--- src/pidsc_pkg.sv ---
// ----------------------------------------------------------------------------
// PID controller package
// Widths, register indexes and unit interface types for the PID core.
// ----------------------------------------------------------------------------
package pidsc_pkg;

    // Field and register widths
    localparam int DATA_WIDTH  = 16;
    localparam int ACC_WIDTH   = 48;
    localparam int GAIN_W      = 24;
    localparam int PERIOD_W    = 16;
    localparam int ERR_TOL_W   = 16;
    localparam int RATE_TOL_W  = 32;
    localparam int DRIVE_W     = 32;
    localparam int DERIV_W     = 40;
    localparam int CFG_DATA_W  = 32;
    localparam int CFG_INDEX_W = 3;

    // Fixed-point scaling
    localparam int FRAC_D   = 16;   // derivative numerator scale
    localparam int FRAC_I   = 16;   // integral fraction bits
    localparam int FRAC_OUT = 12;   // gain fraction bits

    // Derived widths
    localparam int ERR_W   = DATA_WIDTH + 1;
    localparam int DIFF_W  = DATA_WIDTH + 2;
    localparam int MAG_W   = DIFF_W - 1 + FRAC_D;
    localparam int NUM_W   = MAG_W + 1;
    localparam int DEXT_W  = (NUM_W > DERIV_W) ? NUM_W : DERIV_W;
    localparam int INTEG_W = ACC_WIDTH - FRAC_I;
    localparam int MUL_B_W = (DERIV_W > INTEG_W) ? DERIV_W : INTEG_W;
    localparam int MUL_P_W = GAIN_W + MUL_B_W;
    localparam int INT_SUM_W  = ((ACC_WIDTH > MUL_P_W) ? ACC_WIDTH : MUL_P_W) + 1;
    localparam int SUM_W      = MUL_P_W + 2;
    localparam int ETOL_CMP_W = (ERR_W > ERR_TOL_W) ? ERR_W : ERR_TOL_W;
    localparam int DTOL_CMP_W = (DERIV_W > RATE_TOL_W) ? DERIV_W : RATE_TOL_W;
    localparam int DIV_CNT_W  = $clog2(MAG_W + 1);

    // Configuration register indexes
    typedef enum logic [CFG_INDEX_W-1:0] {
        REG_GAIN_P    = 3'd0,
        REG_GAIN_I    = 3'd1,
        REG_GAIN_D    = 3'd2,
        REG_PERIOD    = 3'd3,
        REG_ERR_TOL   = 3'd4,
        REG_RATE_TOL  = 3'd5
    } cfg_reg_t;

    // Divider request and status
    typedef struct packed {
        logic                start;
        logic [MAG_W-1:0]    dividend;
        logic [PERIOD_W-1:0] divisor;
    } div_req_t;

    typedef struct packed {
        logic             done;
        logic [MAG_W-1:0] quotient;
    } div_stat_t;

endpackage

--- src/pidsc_divider.sv ---
// ----------------------------------------------------------------------------
// PID derivative divider
// Restoring unsigned divider, one quotient bit per cycle, zero divisor as one.
// ----------------------------------------------------------------------------
module pidsc_divider (
    input  logic                 clk,
    input  logic                 rst_n,
    input  pidsc_pkg::div_req_t  req,
    output pidsc_pkg::div_stat_t stat
);
    import pidsc_pkg::*;

    logic                 busy_reg;
    logic                 done_reg;
    logic [DIV_CNT_W-1:0] cnt_reg;
    logic [PERIOD_W-1:0]  rem_reg;
    logic [MAG_W-1:0]     quo_reg;
    logic [PERIOD_W-1:0]  dvs_reg;

    logic [PERIOD_W:0]    rem_shift;
    logic [PERIOD_W+1:0]  trial;
    logic                 fits;
    logic [PERIOD_W-1:0]  rem_next;
    logic [MAG_W-1:0]     quo_next;

    // One restoring step
    always_comb
    begin
        rem_shift = {rem_reg, quo_reg[MAG_W-1]};
        trial     = {1'b0, rem_shift} - {2'b00, dvs_reg};
        fits      = ~trial[PERIOD_W+1];
        rem_next  = fits ? trial[PERIOD_W-1:0] : rem_shift[PERIOD_W-1:0];
        quo_next  = {quo_reg[MAG_W-2:0], fits};
    end

    // Iteration control
    always_ff @(posedge clk or negedge rst_n)
    begin
        if (!rst_n)
        begin
            busy_reg <= 1'b0;
            done_reg <= 1'b0;
            cnt_reg  <= '0;
        end
        else
        begin
            done_reg <= busy_reg && (cnt_reg == DIV_CNT_W'(1));
            if (req.start)
            begin
                busy_reg <= 1'b1;
                cnt_reg  <= DIV_CNT_W'(MAG_W);
            end
            else if (busy_reg)
            begin
                cnt_reg <= cnt_reg - DIV_CNT_W'(1);
                if (cnt_reg == DIV_CNT_W'(1))
                    busy_reg <= 1'b0;
            end
        end
    end

    // Remainder and quotient shift register
    always_ff @(posedge clk)
    begin
        if (req.start)
        begin
            rem_reg <= '0;
            quo_reg <= req.dividend;
            dvs_reg <= (req.divisor == '0) ? PERIOD_W'(1) : req.divisor;
        end
        else if (busy_reg)
        begin
            rem_reg <= rem_next;
            quo_reg <= quo_next;
        end
    end

    assign stat.done     = done_reg;
    assign stat.quotient = quo_reg;

endmodule

--- src/pid_controller_with_settle_check_core.sv ---
// ----------------------------------------------------------------------------
// PID controller with settle check
// Fixed-point PID step per sample with a settled flag, one shared multiplier.
// ----------------------------------------------------------------------------
// One sample is taken at a time, and the next input transfer waits until the
// result is posted. Each sample forms its derivative with the 33-step restoring
// divider; the first sample after reset or after a restart skips the division.
// The four products (integral increment and the three gain terms) share one
// 24 x 40 signed multiplier, one per cycle.
// The output register holds a result until taken, and a new sample is taken
// meanwhile; a finished sample waits only if the previous result is still held.
module pid_controller_with_settle_check_core (
    input  logic                                  clk,
    input  logic                                  rst_n,
    // Configuration
    input  logic                                  cfg_write,
    input  logic [pidsc_pkg::CFG_INDEX_W-1:0]     cfg_index,
    input  logic [pidsc_pkg::CFG_DATA_W-1:0]      cfg_data,
    // Sample input
    input  logic                                  in_valid,
    output logic                                  in_ready,
    input  logic signed [pidsc_pkg::DATA_WIDTH-1:0] target,
    input  logic signed [pidsc_pkg::DATA_WIDTH-1:0] measurement,
    input  logic                                  restart,
    // Result output
    output logic                                  out_valid,
    input  logic                                  out_ready,
    output logic signed [pidsc_pkg::DRIVE_W-1:0]  drive,
    output logic                                  settled
);
    import pidsc_pkg::*;

    typedef enum logic [2:0] {
        S_IDLE,
        S_MUL_INC,
        S_ACC_INT,
        S_DIV_WAIT,
        S_MUL_P,
        S_MUL_I,
        S_MUL_D,
        S_OUT
    } state_t;

    // Configuration registers
    logic signed [GAIN_W-1:0] gain_p_reg;
    logic signed [GAIN_W-1:0] gain_i_reg;
    logic signed [GAIN_W-1:0] gain_d_reg;
    logic [PERIOD_W-1:0]      period_reg;
    logic [ERR_TOL_W-1:0]     err_tol_reg;
    logic [RATE_TOL_W-1:0]    rate_tol_reg;

    // Sequencer and datapath registers
    state_t                      state_reg;
    logic                        first_reg;
    logic                        first_cur_reg;
    logic signed [ACC_WIDTH-1:0] integral_reg;
    logic signed [ERR_W-1:0]     prev_err_reg;
    logic signed [ERR_W-1:0]     err_reg;
    logic signed [DERIV_W-1:0]   deriv_reg;
    logic                        neg_reg;
    logic signed [MUL_P_W-1:0]   prod_reg;
    logic signed [SUM_W-1:0]     acc_reg;
    logic signed [DRIVE_W-1:0]   drive_reg;
    logic                        settled_reg;
    logic                        out_valid_reg;

    // Combinational datapath
    logic signed [ERR_W-1:0]     err_in;
    logic signed [DIFF_W-1:0]    diff;
    logic [DIFF_W-1:0]           diff_mag;
    logic signed [GAIN_W-1:0]    mul_a;
    logic signed [MUL_B_W-1:0]   mul_b;
    logic signed [MUL_P_W-1:0]   mul_p;
    logic signed [INTEG_W-1:0]   integ;
    logic signed [INT_SUM_W-1:0] int_sum;
    logic [INT_SUM_W-ACC_WIDTH:0] int_top;
    logic signed [ACC_WIDTH-1:0] int_sat;
    logic signed [NUM_W-1:0]     q_signed;
    logic signed [DEXT_W-1:0]    q_ext;
    logic [DEXT_W-DERIV_W:0]     q_top;
    logic signed [DERIV_W-1:0]   deriv_sat;
    logic signed [SUM_W-1:0]     final_sum;
    logic [SUM_W-FRAC_OUT-DRIVE_W:0] out_top;
    logic signed [DRIVE_W-1:0]   drive_sat;
    logic [ERR_W-1:0]            err_mag;
    logic [DERIV_W-1:0]          deriv_mag;
    logic                        settled_now;
    logic                        out_free;

    div_req_t  div_req;
    div_stat_t div_stat;

    // Configuration writes; unknown indexes are dropped
    always_ff @(posedge clk or negedge rst_n)
    begin
        if (!rst_n)
        begin
            gain_p_reg   <= '0;
            gain_i_reg   <= '0;
            gain_d_reg   <= '0;
            period_reg   <= PERIOD_W'(655);
            err_tol_reg  <= '0;
            rate_tol_reg <= '0;
        end
        else if (cfg_write)
        begin
            unique case (cfg_reg_t'(cfg_index))
                REG_GAIN_P:   gain_p_reg   <= cfg_data[GAIN_W-1:0];
                REG_GAIN_I:   gain_i_reg   <= cfg_data[GAIN_W-1:0];
                REG_GAIN_D:   gain_d_reg   <= cfg_data[GAIN_W-1:0];
                REG_PERIOD:   period_reg   <= cfg_data[PERIOD_W-1:0];
                REG_ERR_TOL:  err_tol_reg  <= cfg_data[ERR_TOL_W-1:0];
                REG_RATE_TOL: rate_tol_reg <= cfg_data[RATE_TOL_W-1:0];
                default:      ;
            endcase
        end
    end

    // Error and derivative numerator
    always_comb
    begin
        err_in   = ERR_W'(target) - ERR_W'(measurement);
        diff     = DIFF_W'(prev_err_reg) - DIFF_W'(err_reg);
        diff_mag = diff[DIFF_W-1] ? DIFF_W'(-diff) : DIFF_W'(diff);
    end

    assign div_req.start    = (state_reg == S_MUL_INC) && !first_cur_reg;
    assign div_req.dividend = {diff_mag[DIFF_W-2:0], {FRAC_D{1'b0}}};
    assign div_req.divisor  = period_reg;

    pidsc_divider u_divider (
        .clk   (clk),
        .rst_n (rst_n),
        .req   (div_req),
        .stat  (div_stat)
    );

    // Signed quotient, saturated to the derivative width
    always_comb
    begin
        q_signed  = neg_reg ? NUM_W'(-$signed({1'b0, div_stat.quotient}))
                            : $signed({1'b0, div_stat.quotient});
        q_ext     = DEXT_W'(q_signed);
        q_top     = q_ext[DEXT_W-1:DERIV_W-1];
        if ((&q_top) || (~|q_top))
            deriv_sat = q_ext[DERIV_W-1:0];
        else if (q_ext[DEXT_W-1])
            deriv_sat = {1'b1, {(DERIV_W-1){1'b0}}};
        else
            deriv_sat = {1'b0, {(DERIV_W-1){1'b1}}};
    end

    // Shared multiplier operand select
    assign integ = $signed(integral_reg[ACC_WIDTH-1:FRAC_I]);

    always_comb
    begin
        mul_a = '0;
        mul_b = '0;
        unique case (state_reg)
            S_MUL_INC:
            begin
                mul_a = GAIN_W'({1'b0, period_reg});
                mul_b = MUL_B_W'(err_reg);
            end
            S_MUL_P:
            begin
                mul_a = gain_p_reg;
                mul_b = MUL_B_W'(err_reg);
            end
            S_MUL_I:
            begin
                mul_a = gain_i_reg;
                mul_b = MUL_B_W'(integ);
            end
            S_MUL_D:
            begin
                mul_a = gain_d_reg;
                mul_b = MUL_B_W'(deriv_reg);
            end
            default: ;
        endcase
    end

    assign mul_p = mul_a * mul_b;

    // Integral update with saturation
    always_comb
    begin
        int_sum = INT_SUM_W'(integral_reg) + INT_SUM_W'(prod_reg);
        int_top = int_sum[INT_SUM_W-1:ACC_WIDTH-1];
        if ((&int_top) || (~|int_top))
            int_sat = int_sum[ACC_WIDTH-1:0];
        else if (int_sum[INT_SUM_W-1])
            int_sat = {1'b1, {(ACC_WIDTH-1){1'b0}}};
        else
            int_sat = {1'b0, {(ACC_WIDTH-1){1'b1}}};
    end

    // Final sum, floor shift and drive saturation
    always_comb
    begin
        final_sum = acc_reg - SUM_W'(prod_reg);
        out_top   = final_sum[SUM_W-1:FRAC_OUT+DRIVE_W-1];
        if ((&out_top) || (~|out_top))
            drive_sat = final_sum[FRAC_OUT+DRIVE_W-1:FRAC_OUT];
        else if (final_sum[SUM_W-1])
            drive_sat = {1'b1, {(DRIVE_W-1){1'b0}}};
        else
            drive_sat = {1'b0, {(DRIVE_W-1){1'b1}}};
    end

    // Settle check
    always_comb
    begin
        err_mag     = err_reg[ERR_W-1] ? ERR_W'(-err_reg) : ERR_W'(err_reg);
        deriv_mag   = deriv_reg[DERIV_W-1] ? DERIV_W'(-deriv_reg) : DERIV_W'(deriv_reg);
        settled_now = (ETOL_CMP_W'(err_mag) < ETOL_CMP_W'(err_tol_reg))
                   && (DTOL_CMP_W'(deriv_mag) < DTOL_CMP_W'(rate_tol_reg));
    end

    assign out_free = !out_valid_reg || out_ready;

    // Sequencer
    always_ff @(posedge clk or negedge rst_n)
    begin
        if (!rst_n)
        begin
            state_reg     <= S_IDLE;
            first_reg     <= 1'b1;
            first_cur_reg <= 1'b0;
            integral_reg  <= '0;
            prev_err_reg  <= '0;
            err_reg       <= '0;
            deriv_reg     <= '0;
            neg_reg       <= 1'b0;
            prod_reg      <= '0;
            acc_reg       <= '0;
            out_valid_reg <= 1'b0;
            drive_reg     <= '0;
            settled_reg   <= 1'b0;
        end
        else
        begin
            // S_OUT reloads the output register itself
            if (out_valid_reg && out_ready && (state_reg != S_OUT))
                out_valid_reg <= 1'b0;

            unique case (state_reg)
                S_IDLE:
                begin
                    if (in_valid)
                    begin
                        err_reg       <= err_in;
                        first_cur_reg <= first_reg | restart;
                        first_reg     <= 1'b0;
                        if (restart)
                            integral_reg <= '0;
                        state_reg <= S_MUL_INC;
                    end
                end
                S_MUL_INC:
                begin
                    prod_reg     <= mul_p;
                    prev_err_reg <= err_reg;
                    neg_reg      <= diff[DIFF_W-1];
                    state_reg    <= S_ACC_INT;
                end
                S_ACC_INT:
                begin
                    integral_reg <= int_sat;
                    if (first_cur_reg)
                    begin
                        deriv_reg <= '0;
                        state_reg <= S_MUL_P;
                    end
                    else
                        state_reg <= S_DIV_WAIT;
                end
                S_DIV_WAIT:
                begin
                    if (div_stat.done)
                    begin
                        deriv_reg <= deriv_sat;
                        state_reg <= S_MUL_P;
                    end
                end
                S_MUL_P:
                begin
                    prod_reg  <= mul_p;
                    state_reg <= S_MUL_I;
                end
                S_MUL_I:
                begin
                    acc_reg   <= SUM_W'(prod_reg);
                    prod_reg  <= mul_p;
                    state_reg <= S_MUL_D;
                end
                S_MUL_D:
                begin
                    acc_reg   <= acc_reg + SUM_W'(prod_reg);
                    prod_reg  <= mul_p;
                    state_reg <= S_OUT;
                end
                S_OUT:
                begin
                    if (out_free)
                    begin
                        drive_reg     <= drive_sat;
                        settled_reg   <= settled_now;
                        out_valid_reg <= 1'b1;
                        state_reg     <= S_IDLE;
                    end
                end
                default:
                    state_reg <= S_IDLE;
            endcase
        end
    end

    assign in_ready  = (state_reg == S_IDLE);
    assign out_valid = out_valid_reg;
    assign drive     = drive_reg;
    assign settled   = settled_reg;

endmodule

--- config.mk ---
export PLATFORM = sky130hd
export DESIGN_NAME = pid_controller_with_settle_check_core
export DESIGN_NICKNAME = d
export VERILOG_FILES = /design/src/pidsc_pkg.sv /design/src/pidsc_divider.sv /design/src/pid_controller_with_settle_check_core.sv
export SDC_FILE = /design/constraint.sdc
export NUM_CORES = 2
export LEC_CHECK = 0
export BUFFER_PORTS_ARGS = -buffer_cell sky130_fd_sc_hd__buf_2
export CORE_MARGIN = 2
export CORE_UTILIZATION = 50
export DETAILED_ROUTE_END_ITERATION = 8
export GPL_TIMING_DRIVEN = 0
export PLACE_DENSITY_LB_ADDON = 0.15
export SLEW_MARGIN = 20
export SYNTH_ARGS = -nofsm -noshare
export SYNTH_HDL_FRONTEND = slang
export SYNTH_SLANG_ARGS = --single-unit
export TNS_END_PERCENT = 5
--- constraint.sdc ---
create_clock -name clk -period 27.9 [get_ports clk]
set_input_delay 5.58 -clock clk [delete_from_list [all_inputs] [get_ports clk]]
set_output_delay 5.58 -clock clk [all_outputs]
set_load 0.01 [all_outputs]
======== Yosys cells after proc, flatten, opt, wreduce, memory -nomap -nowiden ========
Index checks and enable logic that the tools add are counted.
word-level totals
  bits in read-only memories .............. 0
  logic and storage cells ................. 130
  bits in writable memories ............... 0
  memories kept ........................... 0
  input bits .............................. 73
  bits in latches ......................... 0
  bits in registers ....................... 501
  output and inout port bits .............. 35
operators by class
  eq/ne operators ......................... 19
  multipliers ............................. 1
  divide/modulo/power cells ............... 0
  $add $sub $neg .......................... 11
  order comparisons ....................... 2
  bitwise operators ....................... 2
  reductions and logical operators ........ 36
  multiplexer cells ....................... 33
  shift-type cells ........................ 0
operators by type and width
  cell                  number
  $mux W48              4
  $pmux W66 S2          1
  $mux W40              3
  $pmux W40 S3          1
  $pmux W24 S4          1
  $pmux W48 S2          1
  $pmux W40 S2          1
  $add A66 B64 Y66      1
  $mux W33              2
  $sub A66 B64 Y66      1
  $add A48 B64 Y65      1
  $mul A24 B40 Y64      1
  $mux W32              2
  $lt A40 B32 Y1        1
  $neg A40 Y40          1
  $mux W17              2
  $mux W34              1
  $neg A17 Y17          2
  $neg A33 Y34          1
  $pmux W3 S8           1
  $reduce_and A23 Y1    1
  $reduce_or A23 Y1     1
  $eq A3 B3 Y1 const B  6
  $reduce_and A18 Y1    1
  28 further kinds      66

======== Longest topological paths before layout ========
  word-level depth ........................ 6
  depth in mapped cells ................... 41

======== Cells and area by module ========
A second synthesis with hierarchy kept.
unflattened totals
  cell total of the unflattened synthesis .. 7823
  area total of the unflattened synthesis .. 67207.0 um^2
modules (own cells, without submodules)
  module                                 instances  cells each  sequential area each (um^2)  area each (um^2)
  pid_controller_with_settle_check_core  1          7474        10568.9                      63258.2
  pidsc_divider                          1          349         1991.9                       3948.8

======== Worst setup path after synthesis ========
No wires, ideal clock.
  path kind ............................... reg-to-reg
  start ................................... register state_reg[1]
  end ..................................... register prod_reg[62]
  library setup time ...................... 136 ps
  cell stages (with the launch flop) ...... 37
  path slack .............................. 18312 ps
  arrival time ............................ 9452 ps
  data required time ...................... 27764 ps
  cells stage by stage .................... dfrtp_1 > clkbuf_1 > nor3b_1 > nor2_1 > nor2_1 > clkbuf_1 > clkbuf_1 > a221o_1 > clkbuf_1 > nand2_1 > fa_1 > inv_1 > fa_1 > inv_1 > fa_1 > fa_1 > inv_1 > fa_1 > fa_1 > inv_1 > fa_1 > inv_1 > ha_1 > a21o_1 > a21o_1 > a21oi_1 > and2_1 > a311oi_1 > a2111oi_0 > o21ai_0 > a41o_1 > o21a_1 > or2_2 > a311o_1 > a221oi_1 > xor2_1 > o21ai_0
on the way
  cells in the longest elaborated chain, start to end .. 4
  elaborated cells on any way between the ends .. 9
  those cells by class .................... 1 x mul; 4 x eq/ne; 2 x mux; 2 x reduce/logical
ends and longest elaborated chain
  item                                                 RTL line                                                                                    source
  start: declaration                                   pid_controller_with_settle_check_core.sv:53                                                 state_t state_reg;
  start signal: assignment                             pid_controller_with_settle_check_core.sv:229                                                state_reg <= S_IDLE;
  start signal: assignment                             pid_controller_with_settle_check_core.sv:259                                                state_reg <= S_MUL_INC;
  start signal: assignment                             pid_controller_with_settle_check_core.sv:267                                                state_reg <= S_ACC_INT;
  $eq A3 B1 Y1 / $eq A3 B3 Y1 (equally long branches)  pid_controller_with_settle_check_core.sv:160, pid_controller_with_settle_check_core.sv:249
  $reduce_or A2 Y1 (no line)                           --
  $pmux W40 S3                                         pid_controller_with_settle_check_core.sv:160                                                unique case (state_reg)
  $mul A24 B40 Y64                                     pid_controller_with_settle_check_core.sv:185                                                assign mul_p = mul_a * mul_b;
  end signal: assignment                               pid_controller_with_settle_check_core.sv:264                                                prod_reg <= mul_p;
  end signal: assignment                               pid_controller_with_settle_check_core.sv:290                                                prod_reg <= mul_p;
  end signal: assignment                               pid_controller_with_settle_check_core.sv:296                                                prod_reg <= mul_p;
  end: declaration                                     pid_controller_with_settle_check_core.sv:61                                                 logic signed [MUL_P_W-1:0] prod_reg;
Parallel ways exist; a longest one is shown, timed or not.
A chain may end at the register's enable or synchronous reset.

======== Worst setup path in the final report ========
Ends and elaborated chain as after synthesis.

==> flow_summary.toml <==
[detailed_routing]
wl_met3_um = 25100
route.detailed.drc = 0
wirelength_um = 251000
top_layer_used = "met5"
drtPass1Iterations = 6
via_per_inst = 5.96
vias = 57200
wl_met1_um = 105000
drt_iter0_markers = 6160
wire_per_inst_um = 26.2
ant_nets = 0
wl_met2_um = 108000

[setup_path]
crit_type = "flip-flop to flip-flop"
cp-start-kind = "flip-flop"
r2r-start = "state_reg[1]"
cp_top_family = "compound AO/OA/AOI/OAI gates"
endpoint_kind = "flip-flop"
r2r_end = "prod_reg[62]"
r2r_setup_slack_ns = 13.70
crit_arrival_ns = 14.74
critical_path_depth = 32
r2r_cells = 32
worstPathRequired_ns = 28.44
slowest_delay_ns = 1.03
cp_max_fo = 10
critPathBufInv = 7
crit_path_frequent_cell = "fa_1"
cp_slowest_cell = "a221o_1"

[sta]
tightest_slew_ns = 1.38
setup_violations = 0
min_period_over_period_pct = 50.9
timing.fmax_mhz = 70.4
drv_slew = 0
rsz0062_at_grt = "no"
slew_headroom_pct = 7.73
hold_viol_final = 0
period_minus_slack_ns = 14.20
tns_ns = 0
finClkSkew_ns = 0.0500

[placed_design]
port_buffers = 106
hpwl_um = 207000
place_congestion = 1.03
place_area_um2 = 69300

[worst_hold_path]
hold_depth = 1
min_to = "drive[31]"
min_from = "drive[31]"
min_path_type = "flip-flop to flip-flop"

[clocking]
htreeDepth = 2
clkSinkCount = 495
path_clk_slew_ns = 0.08
root_buffer = "clkbuf_16"
ctsHoldBuffers = 0
clock_latency_ns = 0.70
cts_max_path_buffers = 3
cts_made_buffers = 59
cts_tree = "done"
cts_resized = 0
postCtsSetupBuffers = 0

[finish]
drive_above_1_share_pct = 6.59
multi_input_comb_area_um2 = 47800
area_growth_pct = 8.27
fin_nets = 9165
fin_area_um2 = 71400
largest_reg_flops = 66
num-fill-cells = 12500
register_area_um2 = 12400

[global_routing]
antenna_found_initial = 13
grt_overflow_total = 0
grt_pass1_wl_um = 372000
grt_pass1_vias = 56800
track_usage_pct = 37.2
grt_max_degree = 94

[outcome]
status = "finished clean"

[yosys]
yosys_register_bits = 495
synthArstFlopShare_pct = 86.9
synth_top_area_cell = "fa_1"
yosysMostFrequentCell = "inv_1"
netlist_area_um2 = 65900
synth_nets = 8962
synth_top_cells_by_count = "inv_1 (1125), nand2_1 (972), fa_1 (854), nor2_1 (579), ha_1 (455)"
ys_seq_area_share_pct = 18.8
synth_top_area_share_pct = 25.9
synth_ff_type = "dfrtp_1"
yosys-top-cells-area = "fa_1 (26%), dfrtp_1 (16%), ha_1 (8.6%)"
ys_warn_count = 0
synth_edf_count = 33
synth_area_per_cell_um2 = 8.70
syn_inst = 7580
synth_cell_type_count = 93

[power_and_ir_drop]
leakage_nw = 34.1
cellPowerDensity_nw_per_um2 = 99.6
ir_drop_mv = 0.0908

[run]
drv_cap = 0

[floorplan]
die_width_um = 367
die_area_um2 = 135000
io_pins = 108
start_util_pct = 50.3
fp.coreArea_um2 = 131000
fp-row-count = 133
die_h_um = 367
-- power breakdown --
part | internal, mW | switching, mW | leakage (nW) | total [mW]
clock network | 0.499 | 0.350 | 1.02 | 0.850
logic | 1.72 | 3.24 | 27.0 | 4.96
registers | 0.987 | 0.310 | 6.07 | 1.30
total | 3.21 | 3.90 | 34.1 | 7.11
-- cell families (layout without fill, tap and decap cells) --
logic type	Yosys count	count (layout)	synth area share [%]
simple gates	2093	2093	13.9
compound gates	1563	1563	15.5
buf+inv	1552	1806	8.95
mux	227	227	3.72
flops	495	495	18.8
fa+ha+maj	1309	1309	34.6
xor+xnor	341	341	4.53
other cells	0	3	0
-- per-layer routing --
metal / GRT usage [%] / vias up
met2: 56.1 / 2656
met4: 15.3 / 10
met5: 0.463 / -
li1: - / 25300
met3: 8.55 / 468
met1: 51.5 / 28800
-- cell type report --
type                            instances  share of cell area [%]
Sequential cell                       495                    17.4
Buffer                                423                    2.35
Clock buffer                           81                    2.37
Multi-Input combinational cell       5533                    67.0
Tap cell                             1755                    3.08
Antenna cell                            3                  0.0105
Inverter                             1129                    5.94
Clock inverter                         31                   0.580
Timing Repair Buffer                  142                    1.30
-- layout by cell type, fill, tap and decap left out, types with 89 or more instances in the layout --
cell type	count
a21o_1	149
a21oi_1	374
a221o_1	89
buf_2	126
clkbuf_1	371
dfrtp_1	423
fa_1	854
ha_1	455
inv_1	1125
mux2_2	147
nand2_1	972
nor2_1	578
o21ai_0	428
xnor2_1	225
xor2_1	116
-- per-stage QoR --
| step | total power [mW] | std cells | hold WS, ns | utilization [%] | worst slack, ns |
|---|---|---|---|---|---|
| final | 7.11 | 9592 | 0.478 | 54.5 | 13.70 |
| after detailed placement | 6.10 | 9477 | 0.469 | 52.8 | 14.14 |
| after CTS | 6.99 | 9589 | 0.482 | 54.4 | 14.13 |
| after floorplan | 4.46 | 7580 | 0.452 | - | 18.31 |
| after global placement | 6.02 | 9441 | 0.456 | 52.4 | 12.19 |
| after global routing | 7.57 | 9589 | 0.511 | 54.4 | 13.55 |
-- how the worst max path moves through the flow --
| stage | startpoint | to |
|---|---|---|
| 2_1_floorplan | state_reg[1] | prod_reg[62] |
| 3_3_place_gp | rst_n | gain_p_reg[19] |
| 3_5_place_dp | state_reg[0] | prod_reg[62] |
| 4_1_cts | state_reg[0] | prod_reg[62] |
| 5_1_grt | state_reg[0] | prod_reg[62] |
| 6_report | state_reg[1] | prod_reg[62] |
No activity file was read; power rests on OpenSTA's default activity.
